$ cat src/hw/rtl/bvbw_pkg.sv
// ----------------------------------------------------------------------------
// bvbw_pkg
// shared types and constants of the box volume blend weight core
// ----------------------------------------------------------------------------
package bvbw_pkg;

  localparam int unsigned COORD_W  = 32;
  localparam int unsigned RAD_W    = 31;
  localparam int unsigned GAIN_W   = 17;
  localparam int unsigned WGT_W    = 17;
  localparam int unsigned D2_W     = 64;
  localparam int unsigned ROOT_W   = 32;
  localparam int unsigned REM_W    = 36;
  localparam int unsigned QUO_W    = 16;
  localparam int unsigned PROD_W   = WGT_W + GAIN_W;
  localparam int unsigned SQRT_STG = 16;
  localparam int unsigned DIV_STG  = 8;
  localparam int unsigned IDX_W    = 3;

  localparam logic [WGT_W-1:0]  WGT_ONE  = WGT_W'(1) << 16;
  localparam logic [PROD_W-1:0] RND_HALF = PROD_W'(1) << 15;

  typedef enum logic [IDX_W-1:0] {
    REG_MIN_X  = 3'd0,
    REG_MIN_Y  = 3'd1,
    REG_MIN_Z  = 3'd2,
    REG_MAX_X  = 3'd3,
    REG_MAX_Y  = 3'd4,
    REG_MAX_Z  = 3'd5,
    REG_RADIUS = 3'd6,
    REG_GAIN   = 3'd7
  } bvbw_reg_e;

  // flags that ride along with each word through the pipeline
  typedef struct packed {
    logic in_vol;
    logic sat;
  } bvbw_side_t;

endpackage

$ cat src/hw/rtl/bvbw_div.sv
// ----------------------------------------------------------------------------
// bvbw_div
// pipelined restoring divider for the distance to radius ratio
// ----------------------------------------------------------------------------
module bvbw_div
  import bvbw_pkg::*;
(
  input  logic             clk_i,
  input  logic             rst_ni,
  input  logic             en_i,
  input  logic [RAD_W-1:0] radius_i,
  input  logic             valid_i,
  input  logic [RAD_W-1:0] dist_i,
  input  bvbw_side_t       side_i,
  output logic             valid_o,
  output logic [QUO_W-1:0] quo_o,
  output bvbw_side_t       side_o
);

  typedef struct packed {
    logic [RAD_W-1:0] rem;
    logic [QUO_W-1:0] quo;
  } dv_t;

  function automatic dv_t dv_step(dv_t cur, logic [RAD_W-1:0] den);
    dv_t            nxt;
    logic [RAD_W:0] r2;
    r2 = {cur.rem, 1'b0};
    if (r2 >= {1'b0, den}) begin
      r2      = r2 - {1'b0, den};
      nxt.quo = {cur.quo[QUO_W-2:0], 1'b1};
    end else begin
      nxt.quo = {cur.quo[QUO_W-2:0], 1'b0};
    end
    nxt.rem = r2[RAD_W-1:0];
    return nxt;
  endfunction

  logic       [DIV_STG-1:0] vld_q;
  dv_t        [DIV_STG-1:0] st_q;
  bvbw_side_t [DIV_STG-1:0] side_q;

  for (genvar s = 0; s < DIV_STG; s++) begin : g_stg
    logic       src_v;
    dv_t        src_st;
    bvbw_side_t src_side;
    dv_t        mid, fin;

    if (s == 0) begin : g_first
      assign src_v      = valid_i;
      assign src_st.rem = dist_i;
      assign src_st.quo = '0;
      assign src_side   = side_i;
    end else begin : g_next
      assign src_v    = vld_q[s-1];
      assign src_st   = st_q[s-1];
      assign src_side = side_q[s-1];
    end

    assign mid = dv_step(src_st, radius_i);
    assign fin = dv_step(mid, radius_i);

    always_ff @(posedge clk_i or negedge rst_ni) begin
      if (!rst_ni) begin
        vld_q[s] <= 1'b0;
      end else if (en_i) begin
        vld_q[s] <= src_v;
      end
    end

    always_ff @(posedge clk_i) begin
      if (en_i) begin
        st_q[s]   <= fin;
        side_q[s] <= src_side;
      end
    end
  end

  assign valid_o = vld_q[DIV_STG-1];
  assign quo_o   = st_q[DIV_STG-1].quo;
  assign side_o  = side_q[DIV_STG-1];

endmodule

$ cat config.mk
export PLATFORM = sky130hd
export DESIGN_NAME = bvbw_div
export DESIGN_NICKNAME = d
export VERILOG_FILES = /design/src/hw/rtl/bvbw_pkg.sv /design/src/hw/rtl/bvbw_div.sv
export SDC_FILE = /design/constraint.sdc
export NUM_CORES = 2
export LEC_CHECK = 0
export ABC_CLOCK_PERIOD_IN_PS = 18500
export BUFFER_PORTS_ARGS = -buffer_cell sky130_fd_sc_hd__buf_2
export CAP_MARGIN = 40
export CORE_MARGIN = 2
export CORE_UTILIZATION = 70
export CTS_CLUSTER_DIAMETER = 100
export DETAILED_ROUTE_END_ITERATION = 8
export GPL_ROUTABILITY_DRIVEN = 0
export PLACE_DENSITY = 0.95
export SLEW_MARGIN = 20
export SYNTH_ARGS = -nofsm -noshare
export SYNTH_HDL_FRONTEND = slang
export SYNTH_SLANG_ARGS = --single-unit
$ cat constraint.sdc
create_clock -name clk_i -period 18.5 [get_ports clk_i]
set_clock_uncertainty 0.15 [all_clocks]
set_input_delay 0.925 -clock clk_i [delete_from_list [all_inputs] [get_ports clk_i]]
set_output_delay 0.925 -clock clk_i [all_outputs]
set_load 0.005 [all_outputs]
**Word-level counts from Yosys, hierarchy flattened**

Index checks and enable logic that the tools add are counted.

- Flip-flop bits (word level): 313
- Latch bits: 0
- Memory bits (writable): 0
- ROM bits: 0
- Output and inout bits: 19
- Word-level logic and storage cells: 108
- Memories: 0

- Add/subtract/negate cells: 15
- Multipliers: 0
- Divide/modulo/power cells: 0
- Order comparisons: 16
- Equality and inequality tests: 0
- Shifts and indexed selects: 0
- Multiplexer cells: 31
- Bitwise logic cells: 0
- Reduce and logical (&&, ||, !) cells: 0

Operators by type and width:

| operator | count |
|---|---|
| greater-or-equal comparator 32 x 31 -> 1 bit | 16 |
| 2-to-1 mux 31 bit | 15 |
| subtractor 31 bit | 15 |
| 2-to-1 mux 1 bit | 16 |

**Depth between registers and ports, before layout**

- Word-level depth: 4
- Mapped depth: 29

**Least setup slack after synthesis**

Ideal clock, no wire load.

- Kind: input to register
- From: input port radius_i[0]
- To: register st_q (netlist bit g_stg[7].src_st[17]), data pin
- Setup time: 260 ps
- Arrival: 7342 ps
- Data required time: 18090 ps
- Setup slack: 10748 ps
- Stages on the path: 28
- Buffers on the path: 6
- Cells stage by stage: buf_2 -> buf_4 -> inv_1 -> clkbuf_1 -> fa_1 -> a21o_1 -> a21oi_1 -> o211ai_2 -> a2111oi_2 -> o211ai_1 -> and3_1 -> nor2_2 -> clkbuf_1 -> mux2i_1 -> inv_1 -> ha_1 -> clkbuf_1 -> a21oi_1 -> o21ai_0 -> a221oi_1 -> a211oi_1 -> o211ai_1 -> nand2_1 -> a221oi_2 -> a21oi_1 -> nor3_1 -> buf_4 -> mux2_2

RTL lines:

| what | line | source |
|---|---|---|
| start, declared | bvbw_div.sv:11 | `input logic [RAD_W-1:0] radius_i,` |
| end signal, assigned by index | bvbw_div.sv:73 | `st_q[s] <= fin;` |
| end, declared | bvbw_div.sv:40 | `dv_t [DIV_STG-1:0] st_q;` |

==> reports/metrics.yaml <==
status: "complete, no violations"
ys.flop_type: "edfxtp_1"
final_cells: 5131
clk_latency_ns: 0.58
final-seq-area_um2: 9360
fin_area_um2: 40300
arrival_ns: 8.75
synth_area_per_cell_um2: 8.67
syn_nets: 4905
preCtsSetupSlack_ns: 9.59
tightest_slew_ns: 1.31
grt_overflow: 0
grt_use_total_pct: 37.9
reg2reg_depth: 20
cts_inserted_buffers: 39
clk_pin_slew_ns: 0.05
vias_per_cell: 7.03
grt_pass1_wl_mm: 173
worstSetupStartpointType: "primary input"
routed-via-count: 36100
fp.dieH_um: 236
drv_slew: 0
ys_seq_elements: 313
grt_pass1_vias: 34500
rows: 84
synth_warnings: 0
die_x_um: 236
start_util_pct: 71.2
fp.coreArea_um2: 52900
grt_max_degree: 173
clkSinkCount: 313
grt_setup_unrepaired: "no"
synth.cell_area_um2: 37600
dpl_cell_area_um2: 39000
synthMuxAreaShare_pct: 6.26
cpLargestDelayFamily: "compound AO/OA/AOI/OAI gates"
cts_buffer_depth: 3
fin_crit_sh_pct: 46.4
dr.pass1.iters: 8
fmax_ghz: 0.116
holdBufCountCts: 0
die_area_um2: 55600
maxCapViolations: 0
ys_seq_area_share_pct: 24.9
multiInputGateArea_um2: 27300
synth_top_family_by_area: "compound AO/OA/AOI/OAI gates"
critical_path_class: "in -> reg"
path_buf_inv: 6
cp-endpoint: "g_stg[3].src_st[37]$_DFFE_PP_"
hp-class: "in -> async"
cpMostUsedCell: "buf_4"
antenna_found_initial: 3
wl_per_cell_um: 21.2
synth-compound-area-share_pct: 26.6
reg2reg_from: "g_stg[2].src_st[16]$_SDFFCE_PN0P_"
startpoint: "radius_i[0]"
crit_cells: 24
ioPinCount: 87
critPathMaxStageDelay_ns: 0.80
yosys.area_share.xor_xnor_pct: 8.54
drt-total-wl_mm: 109
synthAdderAreaFrac_pct: 16.6
drc_errors: 0
drive_gt1_share_pct: 10.7
hold_viol: 0
slowest_stage: "o311ai_1"
setup_tns_ns: 0
cp-end-kind: "flop"
tritoncts: "done"
drtAntennaViolNets: 0
ys_async_sr_fraction_pct: 2.56
synth_edf_count: 305
fill_cells: 3359
cts_max_level: 2
period_needed_ns: 8.59
place_hpwl_mm: 75.8
r2r-end: "g_stg[3].src_st[37]$_DFFE_PP_"
yosys.area_share.simple_pct: 14.4
io_buffers: 86
fin_ws_ns: 9.91
cts_root_buffer: "clkbuf_16"
post_cts_resize_count: 0
post-cts-setup-buffer-count: 0
synth_cell_types: 97
area_growth_pct: 6.99
max-slew-margin-rel_pct: 12.5
syn_inst: 4342
path_cells: "buf_2 -> buf_4 -> inv_1 -> buf_4 -> fa_1 -> a211oi_1 -> o21bai_1 -> a21oi_1 -> o221ai_1 -> o21ai_0 -> a41o_1 -> buf_4 -> mux2_2 -> ha_1 -> a21o_1 -> a22oi_1 -> nor2b_1 -> o311ai_0 -> and4_1 -> o21bai_1 -> o311ai_1 -> o211ai_4 -> buf_4 -> mux2_2"
dp_cells: 5062
cp_data_required_time_ns: 18.66
rrSetupSlack_ns: 10.93
worstPathMaxFanout: 34
layout_common_cells: "ha_1 (487), a21oi_1 (475), nand2_1 (367)"
mostFrequentLayoutCell: "ha_1"
finalSetupViolCount: 0
nets: 4982
dr.first_iter.drc_count: 3770
==> sequential cells by signal, summed over array words and instances, names as in the netlist <==
signal / cells
valid_o: 1
side_o: 2
g_stg.src_st: 273
g_stg.src_v: 7
g_stg.src_side: 14
quo_o: 16
==> how the worst min path moves through the flow <==
stage,end,slack [ns],cells past startpoint
floorplan,g_stg[2].src_side[0]$_DFFE_PP_,0.25,0
global placement,g_stg[5].src_st[9]$_DFFE_PP_,0.25,0
detailed placement,g_stg[2].src_side[0]$_DFFE_PP_,0.25,0
CTS,g_stg[3].src_v$_DFFE_PN0P_,0.02,1
global route,g_stg[3].src_v$_DFFE_PN0P_,0.03,1
finish,g_stg[3].src_v$_DFFE_PN0P_,0.03,1
==> per-stage QoR <==
step	hold slack, ns	utilization [%]
6_report	0.0295	76.2
5_1_grt	0.0342	76.2
4_1_cts	0.0188	76.1
3_5_place_dp	0.255	73.7
3_3_place_gp	0.251	73.6
2_1_floorplan	0.250	-
==> kinds of logic (layout without fill, tap and decap cells) <==
kind of cell	Yosys count	in the layout
compound gates	1551	1551
simple gates	1162	1162
fa+ha+maj	495	495
xor+xnor	367	367
flops	313	313
buf+inv	244	344
mux	210	210
other cells	0	1
==> Yosys cell counts, types with 53 or more instances <==
cell        n  area (µm²)
a211oi_1   53         398
a21o_1    207        1550
a21oi_1   476        2380
clkbuf_1   65         244
edfxtp_1  305        9160
ha_1      487        6090
inv_1     135         507
mux2_2    202        2270
nand2_1   367        1380
nand2b_1   54         338
nand3_1    85         425
nor2_1    327        1230
nor2b_1    54         338
nor3_1     70         350
o21a_1     81         608
o21ai_0   301        1510
o21bai_1   58         435
xnor2_1   251        2200
xor2_1    116        1020
==> cell type report <==
| type | instances | share of cell area (%) |
|---|---|---|
| Timing Repair Buffer | 141 | 2.35 |
| Clock inverter | 13 | 0.410 |
| Clock buffer | 51 | 2.64 |
| Antenna cell | 1 | 0.00622 |
| Multi-Input combinational cell | 3785 | 67.9 |
| Sequential cell | 313 | 23.2 |
| Inverter | 139 | 1.30 |
| Tap cell | 688 | 2.14 |
==> routing by layer <==
layer	wire length (µm)	vias up	GRT usage (%)	share of wire [%]
met5	17	-	0	0.016
met4	9380	2	27.3	8.6
met3	10500	757	7.85	9.6
met2	48800	2092	61.8	45
met1	40300	16600	44.4	37
li1	-	16600	-	-
==> worst reg2reg max path: cells and delay by family (launching register included) <==
| family | cells | cell delay, ns |
|---|---|---|
| compound gates | 12 | 3.99 |
| fa+ha+maj | 2 | 0.81 |
| buf+inv | 2 | 0.81 |
| mux | 2 | 0.75 |
| flops | 1 | 0.45 |
| simple gates | 2 | 0.35 |
Power is left out: the tool's default activity adds up to more than one toggle a clock period on the data nets, which glitch-free logic cannot reach.
