### src/hw/rtl/bvbw_pkg.sv
// ----------------------------------------------------------------------------
// bvbw_pkg
// shared types and constants of the box volume blend weight core
// ----------------------------------------------------------------------------
package bvbw_pkg;

  localparam int unsigned COORD_W  = 32;
  localparam int unsigned RAD_W    = 31;
  localparam int unsigned GAIN_W   = 17;
  localparam int unsigned WGT_W    = 17;
  localparam int unsigned D2_W     = 64;
  localparam int unsigned ROOT_W   = 32;
  localparam int unsigned REM_W    = 36;
  localparam int unsigned QUO_W    = 16;
  localparam int unsigned PROD_W   = WGT_W + GAIN_W;
  localparam int unsigned SQRT_STG = 16;
  localparam int unsigned DIV_STG  = 8;
  localparam int unsigned IDX_W    = 3;

  localparam logic [WGT_W-1:0]  WGT_ONE  = WGT_W'(1) << 16;
  localparam logic [PROD_W-1:0] RND_HALF = PROD_W'(1) << 15;

  typedef enum logic [IDX_W-1:0] {
    REG_MIN_X  = 3'd0,
    REG_MIN_Y  = 3'd1,
    REG_MIN_Z  = 3'd2,
    REG_MAX_X  = 3'd3,
    REG_MAX_Y  = 3'd4,
    REG_MAX_Z  = 3'd5,
    REG_RADIUS = 3'd6,
    REG_GAIN   = 3'd7
  } bvbw_reg_e;

  // flags that ride along with each word through the pipeline
  typedef struct packed {
    logic in_vol;
    logic sat;
  } bvbw_side_t;

endpackage

### src/hw/rtl/bvbw_isqrt.sv
// ----------------------------------------------------------------------------
// bvbw_isqrt
// pipelined integer square root, two result bits per stage
// ----------------------------------------------------------------------------
module bvbw_isqrt
  import bvbw_pkg::*;
(
  input  logic              clk_i,
  input  logic              rst_ni,
  input  logic              en_i,
  input  logic              valid_i,
  input  logic [D2_W-1:0]   rad_i,
  input  bvbw_side_t        side_i,
  output logic              valid_o,
  output logic [ROOT_W-1:0] root_o,
  output bvbw_side_t        side_o
);

  typedef struct packed {
    logic [REM_W-1:0]  rem;
    logic [ROOT_W-1:0] root;
  } sq_t;

  function automatic sq_t sq_step(sq_t cur, logic [1:0] pr);
    sq_t              nxt;
    logic [REM_W-1:0] r2;
    logic [REM_W-1:0] trial;
    r2    = {cur.rem[REM_W-3:0], pr};
    trial = {2'b00, cur.root, 2'b01};
    if (r2 >= trial) begin
      nxt.rem  = r2 - trial;
      nxt.root = {cur.root[ROOT_W-2:0], 1'b1};
    end else begin
      nxt.rem  = r2;
      nxt.root = {cur.root[ROOT_W-2:0], 1'b0};
    end
    return nxt;
  endfunction

  logic       [SQRT_STG-1:0]            vld_q;
  sq_t        [SQRT_STG-1:0]            st_q;
  logic       [SQRT_STG-1:0][D2_W-1:0]  rad_q;
  bvbw_side_t [SQRT_STG-1:0]            side_q;

  for (genvar s = 0; s < SQRT_STG; s++) begin : g_stg
    logic              src_v;
    sq_t               src_st;
    logic [D2_W-1:0]   src_rad;
    bvbw_side_t        src_side;
    sq_t               mid, fin;

    if (s == 0) begin : g_first
      assign src_v    = valid_i;
      assign src_st   = '0;
      assign src_rad  = rad_i;
      assign src_side = side_i;
    end else begin : g_next
      assign src_v    = vld_q[s-1];
      assign src_st   = st_q[s-1];
      assign src_rad  = rad_q[s-1];
      assign src_side = side_q[s-1];
    end

    assign mid = sq_step(src_st, src_rad[D2_W-1 -: 2]);
    assign fin = sq_step(mid, src_rad[D2_W-3 -: 2]);

    always_ff @(posedge clk_i or negedge rst_ni) begin
      if (!rst_ni) begin
        vld_q[s] <= 1'b0;
      end else if (en_i) begin
        vld_q[s] <= src_v;
      end
    end

    always_ff @(posedge clk_i) begin
      if (en_i) begin
        st_q[s]   <= fin;
        rad_q[s]  <= {src_rad[D2_W-5:0], 4'b0000};
        side_q[s] <= src_side;
      end
    end
  end

  assign valid_o = vld_q[SQRT_STG-1];
  assign root_o  = st_q[SQRT_STG-1].root;
  assign side_o  = side_q[SQRT_STG-1];

endmodule

### config.mk
export PLATFORM = sky130hd
export DESIGN_NAME = bvbw_isqrt
export DESIGN_NICKNAME = d
export VERILOG_FILES = /design/src/hw/rtl/bvbw_pkg.sv /design/src/hw/rtl/bvbw_isqrt.sv
export SDC_FILE = /design/constraint.sdc
export NUM_CORES = 2
export LEC_CHECK = 0
export ABC_CLOCK_PERIOD_IN_PS = 10200
export BUFFER_PORTS_ARGS = -buffer_cell sky130_fd_sc_hd__buf_2
export CORE_MARGIN = 2
export CORE_UTILIZATION = 60
export CTS_CLUSTER_SIZE = 28
export DETAILED_ROUTE_END_ITERATION = 12
export GPL_ROUTABILITY_DRIVEN = 0
export GPL_TIMING_DRIVEN = 1
export PLACE_DENSITY = 0.82
export SYNTH_ARGS = -nofsm -noshare
export SYNTH_HDL_FRONTEND = slang
export SYNTH_SLANG_ARGS = --single-unit
### constraint.sdc
create_clock -name clk_i -period 10.2 [get_ports clk_i]
set_input_delay 0.51 -clock clk_i [delete_from_list [all_inputs] [get_ports clk_i]]
set_output_delay 0.51 -clock clk_i [all_outputs]
set_load 0.01 [all_outputs]
### After elaboration in Yosys (flattened, before gate mapping)

Cells that the tools add are included.

| word-level totals | value |
|---|---|
| flip-flop bits (word level) | 1,550 |
| input port bits | 70 |
| output and inout bits | 35 |
| logic and storage cells | 189 |

| operators by class | value |
|---|---|
| $add $sub $neg | 31 |
| order comparisons | 32 |
| muxes and demuxes | 32 |

Operator list:

| operator | count |
|---|---|
| 66-bit 2-to-1 mux | 31 |
| 36-bit by 34-bit greater-or-equal comparator with 1-bit output | 31 |
| 34-bit subtractor | 30 |
| 2-bit by 1-bit subtractor with 3-bit output, second input constant | 1 |
| 2-bit by 1-bit greater-or-equal comparator with 1-bit output, second input constant | 1 |
| 1-bit 2-to-1 mux | 1 |

### Depth between registers and ports, before layout

| logic depth | value |
|---|---|
| word-level depth | 4 |
| mapped depth | 30 |
| mapped depth without buffers | 27 |

### Worst setup path after synthesis

No wires, ideal clock.

| timing | value |
|---|---|
| kind | register to register |
| start | register st_q (netlist bit g_stg[13].src_st[52]) |
| end | register st_q (netlist bit g_stg[14].src_st[36]), data pin |
| setup time | 0.270 ns |
| data arrival time | 5.920 ns |
| data required time | 9.930 ns |
| slack | 4.010 ns |
| cell stages (with the launch flop) | 28 |
| buffers on the path | 7 |
| clock period less this slack | 6.190 ns |
| cells stage by stage | edfxtp_1 -> ha_1 -> clkbuf_1 -> nand4_1 -> or3_1 -> or4b_2 -> nand3_1 -> or2_2 -> clkbuf_1 -> inv_1 -> clkbuf_1 -> clkbuf_1 -> nand2_1 -> o21ai_0 -> ha_1 -> and3_1 -> nand2_1 -> nor2_1 -> o21ai_0 -> a31oi_1 -> a21o_1 -> o21ai_0 -> nand4_1 -> nand2b_1 -> clkbuf_1 -> clkbuf_1 -> buf_1 -> a21oi_1 |

RTL lines:

| item | RTL line | text |
|---|---|---|
| start: declaration | bvbw_isqrt.sv:41 | `sq_t [SQRT_STG-1:0] st_q;` |
| start signal: indexed assignment | bvbw_isqrt.sv:77 | `st_q[s] <= fin;` |

==> reports/qor.yml <==
run_status:
  status: "finished clean"
timing:
  period_minus_slack_ns: 8.27
  tightest_slew_ns: 1.20
  drv_slew: 0
  hold_ws_ns: 0.0504
  max_freq_ghz: 0.121
  slew_headroom_pct: 20.0
  hold_viol_final: 0
  setup_viol: 0
  period_share_pct: 81.1
  rsz0062_at_grt: "false"
  fin_tns_setup_ns: 0
  fin_skew_ns: 0.0519
layout:
  multi_input_area_um2: 41400
  drive_gt1_share_pct: 6.57
  layout_commonest_cell: "edfxtp_1"
  areaGrowthSynthToFinish_pct: 9.10
  layout_common_cells: "edfxtp_1 (1,271), nand2_1 (664), a21oi_1 (617), nor2_1 (597), ha_1 (558)"
  post-route-util_pct: 65.8
  stdcell_area_um2: 90100
  nets: 8843
  fillCellCount: 9843
  stdcell_count: 10100
  ff_latch_area_um2: 38600
route:
  wl_per_cell_um: 21.4
  drt_pass1_iterations: 12
  drc: 0
  routed_wl_um: 217000
  vias_per_cell: 6.56
  drtAntennaViolNets: 0
  first_iter_violations: 8551
  vias: 66400
floorplanning:
  ios: 105
  dieArea_um2: 141000
  chipHeight_um: 375
  initial_core_util_pct: 60.3
  core_um2: 137000
  die_w_um: 375
  rows: 136
power_and_ir_drop:
  power_density_nw_per_um2: 261
  leakage_nw: 35.2
  ir_drop_uv: 226
global_route:
  antenna_found_initial: 4
  grt_pass1_wl_um: 338000
  overflow: 0
  grt_pass1_vias: 62400
  grt_start_max_net_pins: 201
  gr-usage-all-layers_pct: 30.1
clock_network:
  clockBufferDepth: 3
  cts_tree: "yes"
  htree_levels: 4
  cts_root_buf: "clkbuf_16"
  post_cts_buffers: 0
  cts_resized: 0
  clkSlewWorstSetupHoldPaths_ns: 0.06
  cts.sinks: 1287
  cts-buffers-inserted: 137
  clk_latency_ns: 0.82
setup_path:
  path_class: "reg2reg"
  path_common_cell: "a21oi_1"
  required_ns: 10.73
  cpLargestDelayFamily: "compound AO/OA/AOI/OAI gates"
  rr_startpoint: "g_stg[14].src_st[17]$_DFFE_PP_"
  slowest_stage: "nor4b_2"
  cp-start-kind: "flip-flop"
  slowest_delay_ns: 0.85
  crit_arrival_ns: 8.80
  path_cells: "inv_1 -> ha_1 -> a21oi_1 -> o21ai_0 -> a211o_1 -> a211oi_1 -> nand3_2 -> a21oi_1 -> ha_1 -> a21oi_1 -> nor2b_1 -> o21a_1 -> nor2_1 -> a21oi_1 -> o311ai_0 -> a41oi_1 -> nor4b_2 -> buf_4 -> clkinv_1 -> mux2_2"
  critPathLaunch: "g_stg[14].src_st[17]$_DFFE_PP_"
  crit_buf_inv: 3
  cp_max_fo: 37
  crit_path_end_kind: "flip-flop"
placement:
  post_dp_cell_area_um2: 84900
  numPlacedInstances: 9806
  port_buffers: 104
  post-dp-hpwl_um: 156000
synth:
  synthCells: 8103
  ys_warn_count: 0
  synth_edf_count: 1271
  ys_seq_area_share_pct: 46.7
  yosys.area.top_type: "edfxtp_1"
  async_reset_ff_share_pct: 1.24
  synth-seq-cells: 1287
  syn_area_um2: 82600
  ys.flop_type: "edfxtp_1"
  synth_area_leaders: "edfxtp_1 (46%), ha_1 (8.5%), xnor2_1 (5.2%), a21oi_1 (3.7%), nand2_1 (3.0%)"
  ys_types: 89
  synth_top_area_share_pct: 46.2
  avgSynthCellArea_um2: 10.2
run:
  drv_cap: 0
worst_hold_path:
  hold_path_startpoint: "rad_i[63]"
  hold_class: "in2reg"
-- where the power goes --
group          internal [mW]  total, mW  switching [mW]  leakage [nW]
registers               7.07       7.84           0.770          12.4
logic                   4.27       10.6            6.33          20.6
clock network           2.89       5.10            2.21          2.19
-- area by class of cell --
class	instances	area share, %
Tap cell	1794	2.49
Clock buffer	161	3.93
Clock inverter	87	1.16
Inverter	491	2.05
Antenna cell	1	0.00278
Timing Repair Buffer	203	1.68
Multi-Input combinational cell	6095	45.9
Sequential cell	1287	42.8
-- what timing repair did --
action                     CTS  global route
setup endpoints to repair    0             0
hold endpoints to repair    79             0
hold buffers                64             0
-- metrics by stage --
stage,power [mW],setup slack [ns]
global placement,17.7,2.55
floorplan,15.4,4.01
global route,24.8,1.64
CTS,23.3,2.28
detailed placement,18.0,2.39
finish,23.5,1.93
-- flip-flops by register name, summed over array words and instances (netlist names) --
name            cells
g_stg.src_st      727
g_stg.src_rad     480
root_o             32
g_stg.src_side     30
g_stg.src_v        15
side_o              2
valid_o             1
-- cell usage after synthesis, drive strengths merged, types with 22 or more instances --
library cell     n
a21o           287
o31ai           79
mux2            99
a2111oi         28
nand2b          86
or4             46
nor4           118
o21ai          450
o21bai          57
or3             94
nor2b           90
xnor2          492
nor2           598
a211oi          70
o31a            29
and3            69
a21oi          617
ha             558
nand3b          31
nand3          175
buf             25
o21a            71
nand2          664
inv            486
a21boi          28
or2             43
and4            38
and2            49
nand4          140
nor3           204
edfxtp        1271
xor2           282
mux2i           31
o211ai          37
clkbuf         207
a31oi           68
a211o           22
nor3b           26
-- worst paths after layout --
kind                                                  end  slack [ns]  cells past startpoint
max                        g_stg[15].src_st[61]$_DFFE_PP_        1.93                     20
min                          g_stg[1].src_st[1]$_DFFE_PP_        0.05                      2
max reg2reg                g_stg[15].src_st[61]$_DFFE_PP_        1.93                     20
min reg2reg                g_stg[2].src_rad[32]$_DFFE_PP_        0.39                      0
max in group asynchronous      g_stg[7].src_v$_DFFE_PN0P_        9.78                      2
min in group asynchronous     g_stg[15].src_v$_DFFE_PN0P_        0.16                      2
-- layer usage --
metal  wire length (um)  vias to the layer above  global-route usage [%]
met5                 35                        -                   0.172
met4              14200                        2                    17.0
met3              20700                      946                    5.32
met2              98400                     3845                    48.3
met1              83200                    31100                    38.5
li1                   -                    30500                       -
-- cell families (layout without fill, tap and decap cells) --
group / Yosys count / count (layout) / share of synthesized area (%)
compound gates: 2084 / 2084 / 16.1
mux: 130 / 130 / 1.73
other cells: 1 / 4 / 0.00454
simple gates: 2545 / 2545 / 15.5
xor+xnor: 774 / 774 / 8.21
fa+ha+maj: 559 / 559 / 8.46
buf+inv: 723 / 942 / 3.31
flops: 1287 / 1287 / 46.7
Note: power is estimated with default switching activity, not from simulation.
